<file path="config.mk">
export PLATFORM = sky130hd
export DESIGN_NAME = linear_histogram_stretch
export DESIGN_NICKNAME = d
export VERILOG_FILES = /design/src/rtl/lhs_pkg.sv /design/src/rtl/linear_histogram_stretch.sv
export SDC_FILE = /design/constraint.sdc
export NUM_CORES = 1
export LEC_CHECK = 0
export BUFFER_PORTS_ARGS = -buffer_cell sky130_fd_sc_hd__clkbuf_2
export CAP_MARGIN = 10
export CORE_UTILIZATION = 55
export CTS_CLUSTER_DIAMETER = 150
export DETAILED_ROUTE_END_ITERATION = 8
export PLACE_DENSITY_LB_ADDON = 0.15
export SETUP_SLACK_MARGIN = 0.02
export SLEW_MARGIN = 20
export SYNTH_ARGS = -nofsm -noshare
export SYNTH_HDL_FRONTEND = slang
export SYNTH_SLANG_ARGS = --single-unit
</file>
<file path="constraint.sdc">
create_clock -name clock -period 4.4 [get_ports clock]
set_input_delay 0.44 -clock clock [delete_from_list [all_inputs] [get_ports clock]]
set_output_delay 0.44 -clock clock [all_outputs]
set_load 0.005 [all_outputs]
</file>
<file path="src/rtl/lhs_pkg.sv">
package lhs_pkg;

   localparam int unsigned PIX_W = 8;
   localparam int unsigned NUM_W = 2 * PIX_W;
   localparam int unsigned CNT_W = $clog2(PIX_W);

   localparam logic [PIX_W-1:0] FULL_SCALE = 8'd255;
   localparam logic [PIX_W-1:0] MIN_RESET  = 8'd255;
   localparam logic [PIX_W-1:0] MAX_RESET  = 8'd0;

   localparam logic OP_MEASURE = 1'b0;
   localparam logic OP_STRETCH = 1'b1;

   typedef enum logic [1:0] {
      ST_IDLE,
      ST_DIV,
      ST_DONE
   } state_type;

endpackage

</file>
<file path="src/rtl/linear_histogram_stretch.sv">
// Linear contrast stretch of 8-bit pixels from a measured minimum and maximum.
// The input channel (req_) carries transactions of two kinds. A measure
// transaction (req_op = 0) folds req_pixel into the frame minimum and maximum;
// req_first = 1 restarts both from that pixel. It gives no result and does not
// hold the input. A stretch transaction (req_op = 1) gives one result on the rsp_
// channel: floor((p - min) * 255 / (max - min)), clamped to 0..255, or the
// pixel unchanged with rsp_flat_range = 1 when max is not above min.
// Send the frame once to measure and once more to stretch.
// A stretch runs through a restoring divider that yields one quotient bit per
// cycle, the last only once the output register is free; a divided pixel holds
// req_stall until its result loads into the output register. Flat, at-or-below-min
// and at-or-above-max pixels skip the divider and wait in ST_DONE for that register.
// A finished result waits in the output register while rsp_stall is high; a
// following stretch then holds req_stall at its last divider step or in ST_DONE.
// Reset sets the minimum to 255 and the maximum to 0 (a flat range) and
// empties the output register.
module linear_histogram_stretch
   import lhs_pkg::*;
(
   input  logic             clock,
   input  logic             reset,
   input  logic             req_valid,
   output logic             req_stall,
   input  logic             req_op,
   input  logic [PIX_W-1:0] req_pixel,
   input  logic             req_first,
   output logic             rsp_valid,
   input  logic             rsp_stall,
   output logic [PIX_W-1:0] rsp_out_pixel,
   output logic             rsp_flat_range
);

   state_type        state_ff, state_in;
   logic [PIX_W-1:0] min_ff, min_in;
   logic [PIX_W-1:0] max_ff, max_in;
   logic [PIX_W-1:0] rem_ff, rem_in;
   logic [PIX_W-1:0] num_lo_ff, num_lo_in;
   logic [PIX_W-1:0] quo_ff, quo_in;
   logic [PIX_W-1:0] range_ff, range_in;
   logic [CNT_W-1:0] cnt_ff, cnt_in;
   logic             flat_ff, flat_in;
   logic             rsp_valid_ff, rsp_valid_in;
   logic [PIX_W-1:0] rsp_pixel_ff, rsp_pixel_in;
   logic             rsp_flat_ff, rsp_flat_in;

   logic             accept;
   logic             out_free;
   logic             range_flat;
   logic [PIX_W-1:0] diff;
   logic [NUM_W-1:0] num;
   logic [PIX_W:0]   trial;
   logic             ge;
   logic [PIX_W-1:0] quo_next;
   logic             last_step;

   assign req_stall      = (state_ff != ST_IDLE);
   assign accept         = req_valid && !req_stall;
   assign out_free       = !rsp_valid_ff || !rsp_stall;
   assign range_flat     = (max_ff <= min_ff);
   assign diff           = req_pixel - min_ff;
   assign num            = {diff, {PIX_W{1'b0}}} - {{PIX_W{1'b0}}, diff};
   assign trial          = {rem_ff, num_lo_ff[PIX_W-1]};
   assign ge             = (trial >= {1'b0, range_ff});
   assign quo_next       = {quo_ff[PIX_W-2:0], ge};
   assign last_step      = (cnt_ff == CNT_W'(PIX_W - 1));
   assign rsp_valid      = rsp_valid_ff;
   assign rsp_out_pixel  = rsp_pixel_ff;
   assign rsp_flat_range = rsp_flat_ff;

   always_comb begin
      state_in     = state_ff;
      min_in       = min_ff;
      max_in       = max_ff;
      rem_in       = rem_ff;
      num_lo_in    = num_lo_ff;
      quo_in       = quo_ff;
      range_in     = range_ff;
      cnt_in       = cnt_ff;
      flat_in      = flat_ff;
      rsp_valid_in = rsp_valid_ff && rsp_stall;
      rsp_pixel_in = rsp_pixel_ff;
      rsp_flat_in  = rsp_flat_ff;

      case (state_ff)
         ST_IDLE: begin
            if (accept && req_op == OP_MEASURE) begin
               if (req_first) begin
                  min_in = req_pixel;
                  max_in = req_pixel;
               end else begin
                  if (req_pixel < min_ff) min_in = req_pixel;
                  if (req_pixel > max_ff) max_in = req_pixel;
               end
            end else if (accept) begin
               flat_in = range_flat;
               state_in = ST_DONE;
               if (range_flat) begin
                  quo_in = req_pixel;
               end else if (req_pixel <= min_ff) begin
                  quo_in = '0;
               end else if (req_pixel >= max_ff) begin
                  quo_in = FULL_SCALE;
               end else begin
                  rem_in    = num[NUM_W-1:PIX_W];
                  num_lo_in = num[PIX_W-1:0];
                  range_in  = max_ff - min_ff;
                  quo_in    = '0;
                  cnt_in    = '0;
                  state_in  = ST_DIV;
               end
            end
         end
         ST_DIV: begin
            if (last_step) begin
               if (out_free) begin
                  rsp_valid_in = 1'b1;
                  rsp_pixel_in = quo_next;
                  rsp_flat_in  = flat_ff;
                  state_in     = ST_IDLE;
               end
            end else begin
               rem_in    = ge ? trial[PIX_W-1:0] - range_ff : trial[PIX_W-1:0];
               num_lo_in = {num_lo_ff[PIX_W-2:0], 1'b0};
               quo_in    = quo_next;
               cnt_in    = cnt_ff + 1'b1;
            end
         end
         ST_DONE: begin
            if (out_free) begin
               rsp_valid_in = 1'b1;
               rsp_pixel_in = quo_ff;
               rsp_flat_in  = flat_ff;
               state_in     = ST_IDLE;
            end
         end
         default: begin
            state_in = ST_IDLE;
         end
      endcase
   end

   always_ff @(posedge clock) begin
      if (reset) begin
         state_ff     <= ST_IDLE;
         min_ff       <= MIN_RESET;
         max_ff       <= MAX_RESET;
         rsp_valid_ff <= 1'b0;
      end else begin
         state_ff     <= state_in;
         min_ff       <= min_in;
         max_ff       <= max_in;
         rsp_valid_ff <= rsp_valid_in;
      end
   end

   always_ff @(posedge clock) begin
      rem_ff       <= rem_in;
      num_lo_ff    <= num_lo_in;
      quo_ff       <= quo_in;
      range_ff     <= range_in;
      cnt_ff       <= cnt_in;
      flat_ff      <= flat_in;
      rsp_pixel_ff <= rsp_pixel_in;
      rsp_flat_ff  <= rsp_flat_in;
   end

endmodule

</file>
After elaboration in Yosys (flattened, before gate mapping). Index checks and enable logic that the tools add are counted.

$add $sub $neg: 5. $mul: 0. Divide/modulo/power cells: 0. Order comparisons: 6. Equality and inequality tests: 12. Shift-type cells: 0. Multiplexer cells: 51. Bitwise operators: 5. Reduce and logical (&&, ||, !) cells: 22.

Operators by type and width (count): 2-to-1 mux 8 bit (26); case mux 8 bit (2 select lines) (4); subtractor 8 bit (3); 2-to-1 mux 3 bit (6); != test 2 bit (second input constant) (9); less-or-equal comparator 8 bit (2); subtractor 16 x 8 -> 16 bit (1); 2-to-1 mux 2 bit (7); AND reduction 3 bit (4); nonzero test 2 bit (5); greater-or-equal comparator 9 x 8 -> 1 bit (1); greater-or-equal comparator 8 bit (1); > comparator 8 bit (1); less-than comparator 8 bit (1); AND reduction 4 bit (2); AND reduction 7 bit (1); case mux 2 bit (3 select lines) (1); case mux 3 bit (2 select lines) (1); AND reduction 6 bit (1); NOT 1 bit (5); 2-to-1 mux 1 bit (4); case mux 1 bit (2 select lines) (2); adder 3 x 1 -> 3 bit (second input constant) (1); equality test 3 bit (second input constant) (1); other kinds (7) (11).

Flip-flop bits (word level): 64. Latch bits: 0. RAM bits: 0. ROM bits: 0. Input port bits: 14. Logic and storage cells: 113. Memories kept: 0.

Depth between registers and ports, before layout. Gate-level depths: netlist (run 1).

Depth after elaboration: 8. Gate-level depth with buffers: 11. Mapped depth without buffers: 11.

Least setup slack after synthesis (run 1). Ideal clock, no wire load.

Path type: input port to flip-flop. Start point: input port req_pixel[1]. End point: register cnt_ff[0], enable pin. Data arrival time: 2717 ps. Required time: 4000 ps. Setup slack: 1283 ps. Stages on the path: 8. Buffers on the path: 0. Cells stage by stage: ha_1 nor2b_4 o2111ai_2 nand3_2 a221o_1 o31a_1 nand3_1 a21boi_1.

Word-level cells in the longest chain between the ends: 3.

Ends and longest elaborated chain: start: declaration (line linear_histogram_stretch.sv:25) `input logic [PIX_W-1:0] req_pixel,`; greater-or-equal comparator 8 bit / less-or-equal comparator 8 bit (equally long branches) (line linear_histogram_stretch.sv:101, linear_histogram_stretch.sv:99); != test 2 bit (no line); AND reduction 7 bit (no line) (*); end signal: assignment (line linear_histogram_stretch.sv:161) `cnt_ff <= cnt_in;`; end: declaration (line linear_histogram_stretch.sv:40) `logic [CNT_W-1:0] cnt_ff, cnt_in;`.

Every way passes the cells marked *; elsewhere a longest branch is shown, timed or not. A chain may end at the register's enable or synchronous reset.

Worst setup path after layout (run 1).
Start point: register max_ff[0]. End point: register rem_ff[2], enable pin.

Word-level cells in the longest chain between the ends: 3.

Ends and longest elaborated chain: start: declaration (line linear_histogram_stretch.sv:35) `logic [PIX_W-1:0] max_ff, max_in;`; start signal: assignment (line linear_histogram_stretch.sv:151) `max_ff <= max_in;`; greater-or-equal comparator 8 bit / less-or-equal comparator 8 bit (equally long branches) (line linear_histogram_stretch.sv:101, linear_histogram_stretch.sv:59); != test 2 bit (no line); AND reduction 7 bit (no line) (*); end signal: assignment (line linear_histogram_stretch.sv:157) `rem_ff <= rem_in;`; end: declaration (line linear_histogram_stretch.sv:36) `logic [PIX_W-1:0] rem_ff, rem_in;`.

Marked as above.

==> key figures, run 1 <==
Placement
  – Place WS: 1130 ps
  – Cell area after placement: 4560 µm²
  – Detailed Place HPWL: 7.06 mm
  – Placer congestion estimate: 0.916
  – Port-buffer cells: 24
  – Placed cells: 545

Yosys
  – Yosys cell types: 63
  – Compound-Gate Fraction of Synth Area: 19.5%
  – Mux share of post-synthesis cell area: 5.39%
  – Synth async-reset ratio: 0%
  – Synth top area share: 31.0%
  – Syn_area_per_cell: 10.2 µm²
  – Post-Syn Instances: 430
  – Post-synth top flop: edfxtp_1
  – Adder-Cell Fraction of Synth Area: 12.4%
  – Post-Synth XOR/XNOR Area: 3.81%
  – Yosys reg bits: 64
  – Largest family of logic cells by synthesized area: compound AO/OA/AOI/OAI gates
  – Synth warnings: 0
  – Post-synthesis sequential area ratio: 39.7%
  – Mapped Nets: 486
  – Synth area leader: edfxtp_1
  – Simple-Gate Fraction of Synth Area: 14.2%
  – Synth top area cells: edfxtp_1 31%, ha_1 11%, dfxtp_1 8.7%
  – EDFF count, synth: 45
  – Synth Cell Area: 4370 µm²

Route
  – Via density: 5.74
  – Final Routed Wirelength: 9.20 mm
  – DRT Pass-1 Iters: 5
  – DR iter-0 viols: 222
  – Antenna-violating nets left: 0
  – DRC violation count after routing: 0
  – Vias: 3221
  – Drt wl/cell: 16.4 µm

Global routing
  – First-pass GRT wire length: 15.0 mm
  – Grt ovf: 0
  – Total track usage: 23.4%
  – Vias in the first global route: 3028
  – Initial antenna violation count: 0
  – Largest net degree at the start of global routing: 40

STA
  – Setup ws final: 1200 ps
  – RSZ-0062 raised after global routing: false
  – Clk_skew: 9.65 ps
  – # setup viols final: 0
  – Fin Setup TNS: 0 ps
  – Slew @ Worst Pin: 1010 ps
  – Final min period: 3200 ps
  – Slew margin rel.: 32.4%
  – Crit share post-route: 72.7%
  – Final Max Slew Viols: 0
  – Final hold vios: 0
  – Fmax: 0.313 GHz

CTS
  – Clock Root Buffer: clkbuf_8
  – # clock sinks: 64
  – # Post-CTS Setup Buffers: 0
  – Clk Latency, worst-skew pair: 350 ps
  – Hold_buf cts: 0
  – CTS Buf Count: 9
  – Clock-pin slew on the worst setup and hold paths: 80 ps
  – Clock buffer depth: 2
  – CTS tree: done
  – Cts repair resizes: 0
  – H-tree depth: 3

Hold path
  – Worst min path class: primary input to flop

Finish
  – Non-Filler Instances: 561
  – Area Overhead vs Synth: 8.37%
  – Fraction of layout cells with a size suffix above 1: 15.3%
  – Filler Cells Inserted: 680
  – Area of the multi-input gates: 2410 µm²
  – Final instance area: 4730 µm²
  – Reg area: 1730 µm²
  – Final #Nets: 510
  – # diodes: 0

Worst setup path
  – CP peak stage delay: 780 ps
  – Crit path required time: 4370 ps
  – Crit-path cells: inv_1 -> ha_1 -> fa_1 -> nor2b_1 -> o21ai_1 -> a21oi_1 -> o21bai_1 -> a21oi_2 -> nand3_1 -> a21boi_2
  – Element type at the critical path end: flop
  – Critical Path Fanout Max: 19
  – CP arrival: 3170 ps
  – Crit path kind: flop to flop
  – CP startpoint kind: flop
  – Crit-path slowest cell: a21boi_2

Floorplan
  – Die Wd: 91.1 µm
  – Core area: 7690 µm²
  – FP Rows: 32
  – # IOs: 25
  – Die area: 8300 µm²
  – Initial Util: 56.8%
  – DIE HEIGHT: 91.1 µm

Power and ir drop
  – Power per cell area: 319 nW/µm²
  – Worst vdd ir: 158 µV
  – Total power: 0.00151 W
  – Leak Pwr: 1.98 nW

Outcome
  – Status: completed

Run
  – Max-cap violations: 0
critical path, delay by kind of cell, from the launching register on:
kind / cells / cell delay [ps]
compound gates: 5 / 1470
buf+inv: 1 / 50
simple gates: 2 / 290
flops: 1 / 370
fa+ha+maj: 2 / 620
cell usage after synthesis, types with 3 or more instances:
cell	instances
nand4_1	6
or3_1	3
o21ai_0	16
o21ai_1	8
a211o_1	9
o31a_1	5
nand3_1	6
and3_1	4
inv_1	42
ha_1	40
nand2b_1	4
dfxtp_1	19
edfxtp_1	45
a221o_1	10
nand2_1	33
xnor2_1	9
nor3_1	10
o21a_1	8
a21o_1	7
mux2i_1	12
mux2_2	9
a21oi_1	15
xor2_1	10
nor2b_1	9
clkbuf_1	8
nor2_1	31
o211ai_1	4
o21bai_1	3
routing by layer:
| metal | GRT usage (%) | routed length, µm | vias to the layer above |
|---|---|---|---|
| met5 | 0 | 0 | - |
| met4 | 8.47 | 158 | 0 |
| met3 | 4.61 | 384 | 18 |
| met2 | 35.9 | 4140 | 72 |
| met1 | 32.9 | 4520 | 1503 |
| li1 | - | - | 1628 |
where the power goes:
group          switching (W)  internal [W]
clock network       0.000249      0.000204
logic               0.000206      0.000150
registers          0.0000135      0.000685
total               0.000469       0.00104
layout by cell type (no fill, tap or decap), drive strengths merged, types with 5 or more instances in the layout:
| cell | n |
|---|---|
| o21ai | 25 |
| ha | 40 |
| nand3 | 7 |
| nand4 | 6 |
| a21o | 7 |
| a21oi | 17 |
| nor2 | 32 |
| inv | 43 |
| xor2 | 10 |
| nand2 | 33 |
| edfxtp | 45 |
| a221o | 10 |
| nor2b | 10 |
| xnor2 | 9 |
| mux2i | 13 |
| a211o | 9 |
| mux2 | 9 |
| o31a | 5 |
| o21a | 9 |
| nor3 | 10 |
| dfxtp | 19 |
| clkbuf | 33 |
flip-flops by register name, indices dropped and copies added, names as in the netlist:
name,flops
rem_ff,8
range_ff,8
min_ff,8
quo_ff,8
rsp_valid,1
num_lo_ff,8
flat_ff,1
max_ff,8
rsp_out_pixel,8
cnt_ff,3
state_ff,2
rsp_flat_range,1
worst paths after layout:
| path | slack, ps | depth (start not counted) | from | endpoint |
|---|---|---|---|---|
| worst max-delay path | 1200 | 10 | max_ff[0] | rem_ff[2] |
| worst min-delay path | 380 | 2 | req_pixel[5] | min_ff[5] |
| worst max register to register | 1200 | 10 | max_ff[0] | rem_ff[2] |
| worst min register to register | 430 | 0 | flat_ff | rsp_flat_range |
logic make-up (layout without fill, tap and decap cells):
family,after synthesis,count (layout)
AOI/OAI and AO/OA,110,110
xor gates and xnor gates,19,19
adders and majority gates,42,42
DFF,64,64
muxes,22,22
buffers and inverters,54,83
and+or+nand+nor,119,119
area by class of cell:
cell class              instances  share of cell area (%)
clock buffers                   9                    2.62
clock inverters                 7                    1.01
inverters                      42                    3.33
multi-input cells             312                    51.0
flip-flops and latches         64                    36.6
well taps                     102                    2.70
repair buffers                 25                    2.70
metrics by stage:
step | hold WS, ps | utilization [%]
2_1_floorplan | 400 | -
3_3_place_gp | 405 | 59.3
3_5_place_dp | 415 | 59.3
4_1_cts | 371 | 61.5
5_1_grt | 385 | 61.5
6_report | 384 | 61.5
No activity file was read; power rests on OpenSTA's default activity.
==> inputs of run 2 (changes only) <==
==> constraint.sdc (replaced) <==
create_clock -name clock -period 2.95 [get_ports clock]
set_input_delay 0.295 -clock clock [delete_from_list [all_inputs] [get_ports clock]]
set_output_delay 0.295 -clock clock [all_outputs]
set_load 0.005 [all_outputs]
==> run 2 against run 1 <==
  * Cell area up 4.0%
  * Clock skew barely moved
  * Clock power is 150% higher
  * Hold slack lost 130 ps
  * Non-clock buffer count grew 7
  * Fmax grew 16%
  * Combinational power grew 51%
  * Critical path depth fell by 1
  * Sequential cell count is the same
  * Routed wire length rose by 1.1%
  * Via count increased by 0.28%
  * Sequential share of layout area is 1.4 points lower
  * Critical endpoint unchanged
  * Highest routed layer unchanged
==> key figures, run 2 (synthesis gave the netlist of run 1 again) <==
STA
  – Crit share post-route: 93.2% (+20 points)
  – Final hold vios: 0 (unchanged)
  – Fmax: 0.364 GHz (+16%)
  – Final Max Slew Viols: 0 (unchanged)
  – Setup ws final: 201 ps (-1000 ps)
  – Slew @ Worst Pin: 802 ps (-206 ps)
  – Final min period: 2750 ps (-450 ps)
  – Slew margin rel.: 46.5% (+14 points)
  – # setup viols final: 0 (unchanged)
  – Fin Setup TNS: 0 ps (unchanged)
  – RSZ-0062 raised after global routing: false
  – Clk_skew: 9.60 ps (-0.0497 ps)

Placement
  – Placed cells: 552 (+1.3%)
  – Place WS: 194 ps (-934 ps)
  – Cell area after placement: 4620 µm² (+1.4%)
  – Detailed Place HPWL: 7.10 mm (+0.56%)
  – Port-buffer cells: 24 (unchanged)
  – Placer congestion estimate: 0.896 (-2.2%)

Outcome
  – Status: completed

Route
  – DR iter-0 viols: 187 (-16%)
  – Final Routed Wirelength: 9.30 mm (+1.1%)
  – DRC violation count after routing: 0 (unchanged)
  – Drt wl/cell: 16.4 µm (-0.15%)
  – Vias: 3230 (+0.28%)
  – Via density: 5.69 (-0.96%)
  – Antenna-violating nets left: 0 (unchanged)
  – DRT Pass-1 Iters: 5 (unchanged)

Worst setup path
  – CP startpoint kind: flop
  – Crit-path cells: inv_1 -> ha_2 -> nor2b_4 -> o21a_4 -> or3_1 -> a21oi_2 -> nor4b_4 -> nor3b_1 -> o31a_1
  – Bufs and invs on worst path: 1 (unchanged)
  – Top cell family by delay on the critical path: simple AND/OR/NAND/NOR gates
  – Crit path kind: flop to flop
  – Crit-path slowest cell: nor4b_4
  – CP peak stage delay: 380 ps (-400 ps)
  – Crit path required time: 3050 ps (-1320 ps)
  – Element type at the critical path end: flop
  – CP arrival: 2850 ps (-320 ps)
  – Critical Path Fanout Max: 8 (-11)

CTS
  – Clock buffer depth: 2 (unchanged)
  – CTS Buf Count: 9 (unchanged)
  – H-tree depth: 3 (unchanged)
  – # Post-CTS Setup Buffers: 0 (unchanged)
  – Clock Root Buffer: clkbuf_8
  – Clk Latency, worst-skew pair: 340 ps (about the same)
  – CTS tree: done
  – Hold_buf cts: 0 (unchanged)
  – # clock sinks: 64 (unchanged)
  – Clock-pin slew on the worst setup and hold paths: 80 ps (about the same)

Power and ir drop
  – Leak Pwr: 2.08 nW (+4.8%)
  – Power per cell area: 546 nW/µm² (+71%)
  – Worst vdd ir: 311 µV (+97%)

Finish
  – Non-Filler Instances: 568 (+1.2%)
  – Commonest cells after routing, fill and taps aside: 45 x edfxtp_1, 42 x inv_1, 39 x ha_1
  – Final core utilization: 64.0% (+2.5 points)
  – Area Overhead vs Synth: 12.7%
  – Fraction of layout cells with a size suffix above 1: 17.0% (+1.7 points)
  – Final #Nets: 517 (+1.4%)
  – Commonest non-fill, non-tap cell in the layout: edfxtp_1
  – Final instance area: 4920 µm² (+4.0%)
  – # diodes: 0 (unchanged)

Global routing
  – Vias in the first global route: 3170 (+4.7%)
  – First-pass GRT wire length: 15.3 mm (+1.7%)
  – Grt ovf: 0 (unchanged)
  – Initial antenna violation count: 0 (unchanged)
  – Largest net degree at the start of global routing: 28 (-30%)
  – Total track usage: 23.7% (+0.29 points)

Floorplan
  – DIE HEIGHT: 91.1 µm (unchanged)
  – # IOs: 25 (unchanged)
  – FP Rows: 32 (unchanged)
  – Die Wd: 91.1 µm (unchanged)
  – Core area: 7690 µm² (unchanged)
  – Die area: 8300 µm² (unchanged)
  – Initial Util: 56.8% (unchanged)

Hold path
  – Worst min path class: primary input to flop

Run
  – Max-cap violations: 0 (unchanged)
[run 2: what timing repair did]
action / 4_1_cts / 5_1_grt
endpoints found under the hold margin: 0 / 0
setup endpoints to repair: 0 / 21
resized for setup: 0 / 2
[run 2: metal layers]
metal / global-route usage, % / vias up / share of wire, %
met4: 9.52 / 0 / 1.4
met3: 3.18 / 13 / 3.7
met1: 30.8 / 1514 / 47
li1: - / 1645 / -
met2: 40.0 / 58 / 48
met5: 0 / - / 0
[run 2: layout make-up]
cell class	instances	area (µm²)
Clock buffer	9	124
Clock inverter	7	168
Fill cell	632	2770
Inverter	42	158
Multi-Input combinational cell	312	2420
Sequential cell	64	1730
Tap cell	102	128
Timing Repair Buffer	32	193
[run 2: where the power goes]
group / internal, W / leakage [nW] / switching, W / total (W)
clock network: 0.000735 / 0.144 / 0.000375 / 0.00111
registers: 0.00102 / 0.562 / 0.0000197 / 0.00104
logic: 0.000230 / 1.37 / 0.000307 / 0.000537
total: 0.00199 / 2.08 / 0.000702 / 0.00269
[run 2: path summary, 6_finish.rpt]
kind                                    from             end  slack (ps)  cells past startpoint
worst max register to register     min_ff[1]       rem_ff[2]         200                      9
worst min register to register       flat_ff  rsp_flat_range         420                      0
worst min-delay path            req_pixel[5]       min_ff[5]         250                      2
worst max-delay path               min_ff[1]       rem_ff[2]         200                      9
[run 2: worst reg2reg max path: stages, from the launching register on]
cell and delay, ps:
dfxtp_1 370, inv_1 90, ha_2 320, nor2b_4 160
o21a_4 220, or3_1 350, a21oi_2 250, nor4b_4 380
nor3b_1 90, o31a_1 280
[run 2: per-stage QoR]
step           total power, W  hold slack [ps]
2_1_floorplan         0.00146              400
3_3_place_gp          0.00158              406
3_5_place_dp          0.00159              408
4_1_cts               0.00269              251
5_1_grt               0.00279              259
6_report              0.00269              253
==> inputs of run 3 (changes only) <==
--- a/config.mk
+++ b/config.mk
@@ -5,9 +5,10 @@
 export SDC_FILE = /design/constraint.sdc
 export NUM_CORES = 1
 export LEC_CHECK = 0
+export ABC_AREA = 1
 export BUFFER_PORTS_ARGS = -buffer_cell sky130_fd_sc_hd__clkbuf_2
 export CAP_MARGIN = 10
-export CORE_UTILIZATION = 55
+export CORE_UTILIZATION = 30
 export CTS_CLUSTER_DIAMETER = 150
 export DETAILED_ROUTE_END_ITERATION = 8
 export PLACE_DENSITY_LB_ADDON = 0.15
==> constraint.sdc (replaced) <==
create_clock -name clock -period 2.5 [get_ports clock]
set_input_delay 0.25 -clock clock [delete_from_list [all_inputs] [get_ports clock]]
set_output_delay 0.25 -clock clock [all_outputs]
set_load 0.005 [all_outputs]
==> run 3 against run 2 <==
  * Critical endpoint is now cnt_ff[1]
  * The flow now finishes with violations (design-rule violations)
  * Fmax increased by 19%
  * Largest cell class unchanged
  * Setup slack got worse by 7.9 ps
  * Final cell count is 39% higher
  * Register-to-register slack is essentially flat
==> key figures, run 3 <==
Worst setup path
  – Crit-path slowest cell: dfxtp_1
  – R2r endpoint: cnt_ff[1]
  – Crit path required time: 2540 ps (-510 ps)
  – CP arrival: 2350 ps (-500 ps)
  – FF-to-FF setup slack: 190 ps (about the same)
  – Crit-path cells: inv_1 -> ha_4 -> nand2_2 -> nand2_4 -> nand2_2 -> nand2_2 -> nand2_2 -> o211ai_4 -> nand2_1 -> nor2_1 -> nand2_2 -> a21boi_4 -> buf_12
  – Critical Path Fanout Max: 19 (+11)
  – Crit-path most repeated cell: nand2_2
  – Element type at the critical path end: flop
  – CP peak stage delay: 360 ps (-20 ps)
  – CP startpoint kind: flop
  – Reg2Reg Launch Point: min_ff[1]
  – Reg2reg path depth: 13 (+4)
  – Crit path kind: flop to flop

Route
  – Antenna-violating nets left: 0 (unchanged)
  – DR iter-0 viols: 284 (+52%)
  – Drt wl/cell: 14.3 µm (-12%)
  – DRC violation count after routing: 3 (+3)
  – Vias: 3715 (+15%)
  – Final Routed Wirelength: 11.3 mm (+22%)
  – DRT Pass-1 Iters: 7 (+2)
  – Via density: 4.71 (-17%)

CTS
  – Clk Latency, worst-skew pair: 340 ps (about the same)
  – CTS Buf Count: 9 (unchanged)
  – # clock sinks: 64 (unchanged)
  – Clock buffer depth: 2 (unchanged)
  – Clock-pin slew on the worst setup and hold paths: 60 ps (-20 ps)
  – CTS tree: done
  – H-tree depth: 3 (unchanged)
  – Clock Root Buffer: clkbuf_16

Global routing
  – Largest net degree at the start of global routing: 22 (-21%)
  – Grt ovf: 0 (unchanged)
  – First-pass GRT wire length: 18.5 mm (+21%)
  – Initial antenna violation count: 0 (unchanged)
  – Total track usage: 15.3% (-8.4 points)
  – Vias in the first global route: 3599 (+14%)

Finish
  – Commonest non-fill, non-tap cell in the layout: nand2_1
  – Fraction of layout cells with a size suffix above 1: 18.7% (+1.7 points)
  – Commonest cells after routing, fill and taps aside: 130 x nand2_1, 88 x inv_1, 45 x nor2_1, 45 x edfxtp_1, 39 x ha_1
  – Final instance area: 5290 µm² (+7.4%)
  – Filler Cells Inserted: 1529 (+140%)
  – Final #Nets: 656 (+27%)
  – # diodes: 0 (unchanged)
  – Area Overhead vs Synth: 16.5%

Yosys
  – Mapped Nets: 616 (+27%)
  – EDFF count, synth: 45 (unchanged)
  – Syn_area_per_cell: 8.10 µm² (-20%)
  – Post-synth top flop: edfxtp_1
  – Synth top area cells: edfxtp_1 30%, ha_1 11%, nand2_1 11%
  – Yosys reg bits: 64 (unchanged)
  – Synth area leader: edfxtp_1
  – Post-Syn Instances: 560 (+30%)
  – Top-count cell post-synth: nand2_1
  – Synth top area share: 29.8% (-1.2 points)
  – Synth warnings: 0 (unchanged)
  – Commonest cells post-synth: 131 x nand2_1, 89 x inv_1, 45 x edfxtp_1, 45 x nor2_1, 40 x ha_1
  – Synth async-reset ratio: 0% (unchanged)
  – Post-synthesis sequential area ratio: 38.2% (-1.5 points)
  – Synth Cell Area: 4540 µm² (+4.0%)
  – Yosys cell types: 45 (-29%)

Floorplan
  – FP Rows: 44 (+38%)
  – Initial Util: 31.0% (-26 points)
  – Die Wd: 125 µm (+37%)
  – Die area: 15600 µm² (+88%)
  – # IOs: 25 (unchanged)
  – DIE HEIGHT: 125 µm (+37%)
  – Core area: 14600 µm² (+90%)

Power and ir drop
  – Worst vdd ir: 340 µV (+9.1%)
  – Leak Pwr: 2.49 nW (+20%)
  – Total power: 0.00334 W (+24%)
  – Power per cell area: 632 nW/µm² (+16%)

STA
  – Min Hold Slack: 126 ps (-127 ps)
  – Fmax: 0.433 GHz (+19%)
  – Final Max Slew Viols: 0 (unchanged)
  – Clk_skew: 5.27 ps (-4.33 ps)
  – # setup viols final: 0 (unchanged)
  – RSZ-0062 raised after global routing: false
  – Slew margin rel.: 53.4% (+6.8 points)
  – Fin Setup TNS: 0 ps (unchanged)
  – Final min period: 2310 ps (-442 ps)
  – Slew @ Worst Pin: 699 ps (-103 ps)
  – Final hold vios: 0 (unchanged)
  – Crit share post-route: 92.3% (-0.91 points)

Placement
  – Cell area after placement: 4970 µm² (+7.5%)
  – Placer congestion estimate: 0.885 (-1.3%)
  – Port-buffer cells: 24 (unchanged)
  – Detailed Place HPWL: 8.89 mm (+25%)

Run
  – Max-cap violations: 0 (unchanged)

Hold path
  – Hold Crit Depth: 2 (unchanged)
  – Hold Path Sink: state_ff[0]
  – Hold Path Origin: reset
  – Worst min path class: primary input to flop

Outcome
  – Status: complete, but fails checks
  – Failing checks: design-rule violations
run 3: cell types whose count changed after synthesis, moves of 9 or more:
cell and change:
nor2b_1 -9, nor2_1 +14, inv_1 +47, nand3_1 +28, mux2_2 -9, nand2_1 +98, a211o_1 -9, o21ai_0 +13
mux2i_1 -12, nand2_2 +17, a21oi_1 +10, a221o_1 -10
run 3: worst max-delay path by stage:
stage / slack [ps] / startpoint / endpoint / cells after the start
2_1_floorplan: 110 / max_ff[0] / cnt_ff[0] / 10
3_3_place_gp: 140 / req_pixel[5] / num_lo_ff[4] / 10
3_5_place_dp: 80 / min_ff[1] / cnt_ff[1] / 13
4_1_cts: 70 / min_ff[1] / cnt_ff[1] / 13
5_1_grt: 20 / min_ff[1] / rem_ff[2] / 16
6_report: 190 / min_ff[1] / cnt_ff[1] / 13
run 3: routing by layer:
layer  vias up  track usage (%)  wire, µm
li1       1922                -         -
met1      1719             21.8      5890
met2        63             23.0      4840
met3        11             3.17       422
met4         0             5.38       151
met5         -                0         0
run 3: cell families (layout without fill, tap and decap cells):
kind of cell | Yosys count | in the layout | share of synthesized area, %
AOI/OAI and AO/OA | 86 | 86 | 13.3
xor gates and xnor gates | 10 | 10 | 1.93
adders and majority gates | 42 | 42 | 11.9
buffers and inverters | 104 | 149 | 8.85
DFF | 64 | 64 | 38.2
and+or+nand+nor | 254 | 254 | 25.9
run 3: timing repair:
item,CTS,global route
buffers inserted,0,1
hold buffers,0,0
gates resized for setup,0,5
endpoints found under the setup margin,0,32
run 3: worst max-delay path, delay by kind of cell, from the launching register on:
family / cells / cell delay [ps]
buf+inv: 2 / 290
simple gates: 8 / 760
flops: 1 / 360
fa+ha+maj: 1 / 310
compound gates: 2 / 290
run 3: report_power, final:
part	switching [W]	internal, W
Sequential	0.0000364	0.00125
Clock	0.000469	0.000766
Combinational	0.000525	0.000291
Total	0.00103	0.00231
run 3: per-stage QoR:
stage	worst slack, ps	instances	utilization [%]
6_report	193	789	36.1
3_3_place_gp	138	772	34.0
3_5_place_dp	80.1	772	34.0
2_1_floorplan	113	560	-
5_1_grt	21.4	789	36.1
4_1_cts	73.6	788	35.9
run 3: area by class of cell:
cell class,count,area [µm²],area share [%]
inverter,95,359,6.79
clock inverter,6,58.8,1.11
multi-input combinational,392,2440,46.2
timing repair buffer,38,238,4.50
tap,184,230,4.35
sequential,64,1730,32.7
clock buffer,10,229,4.33
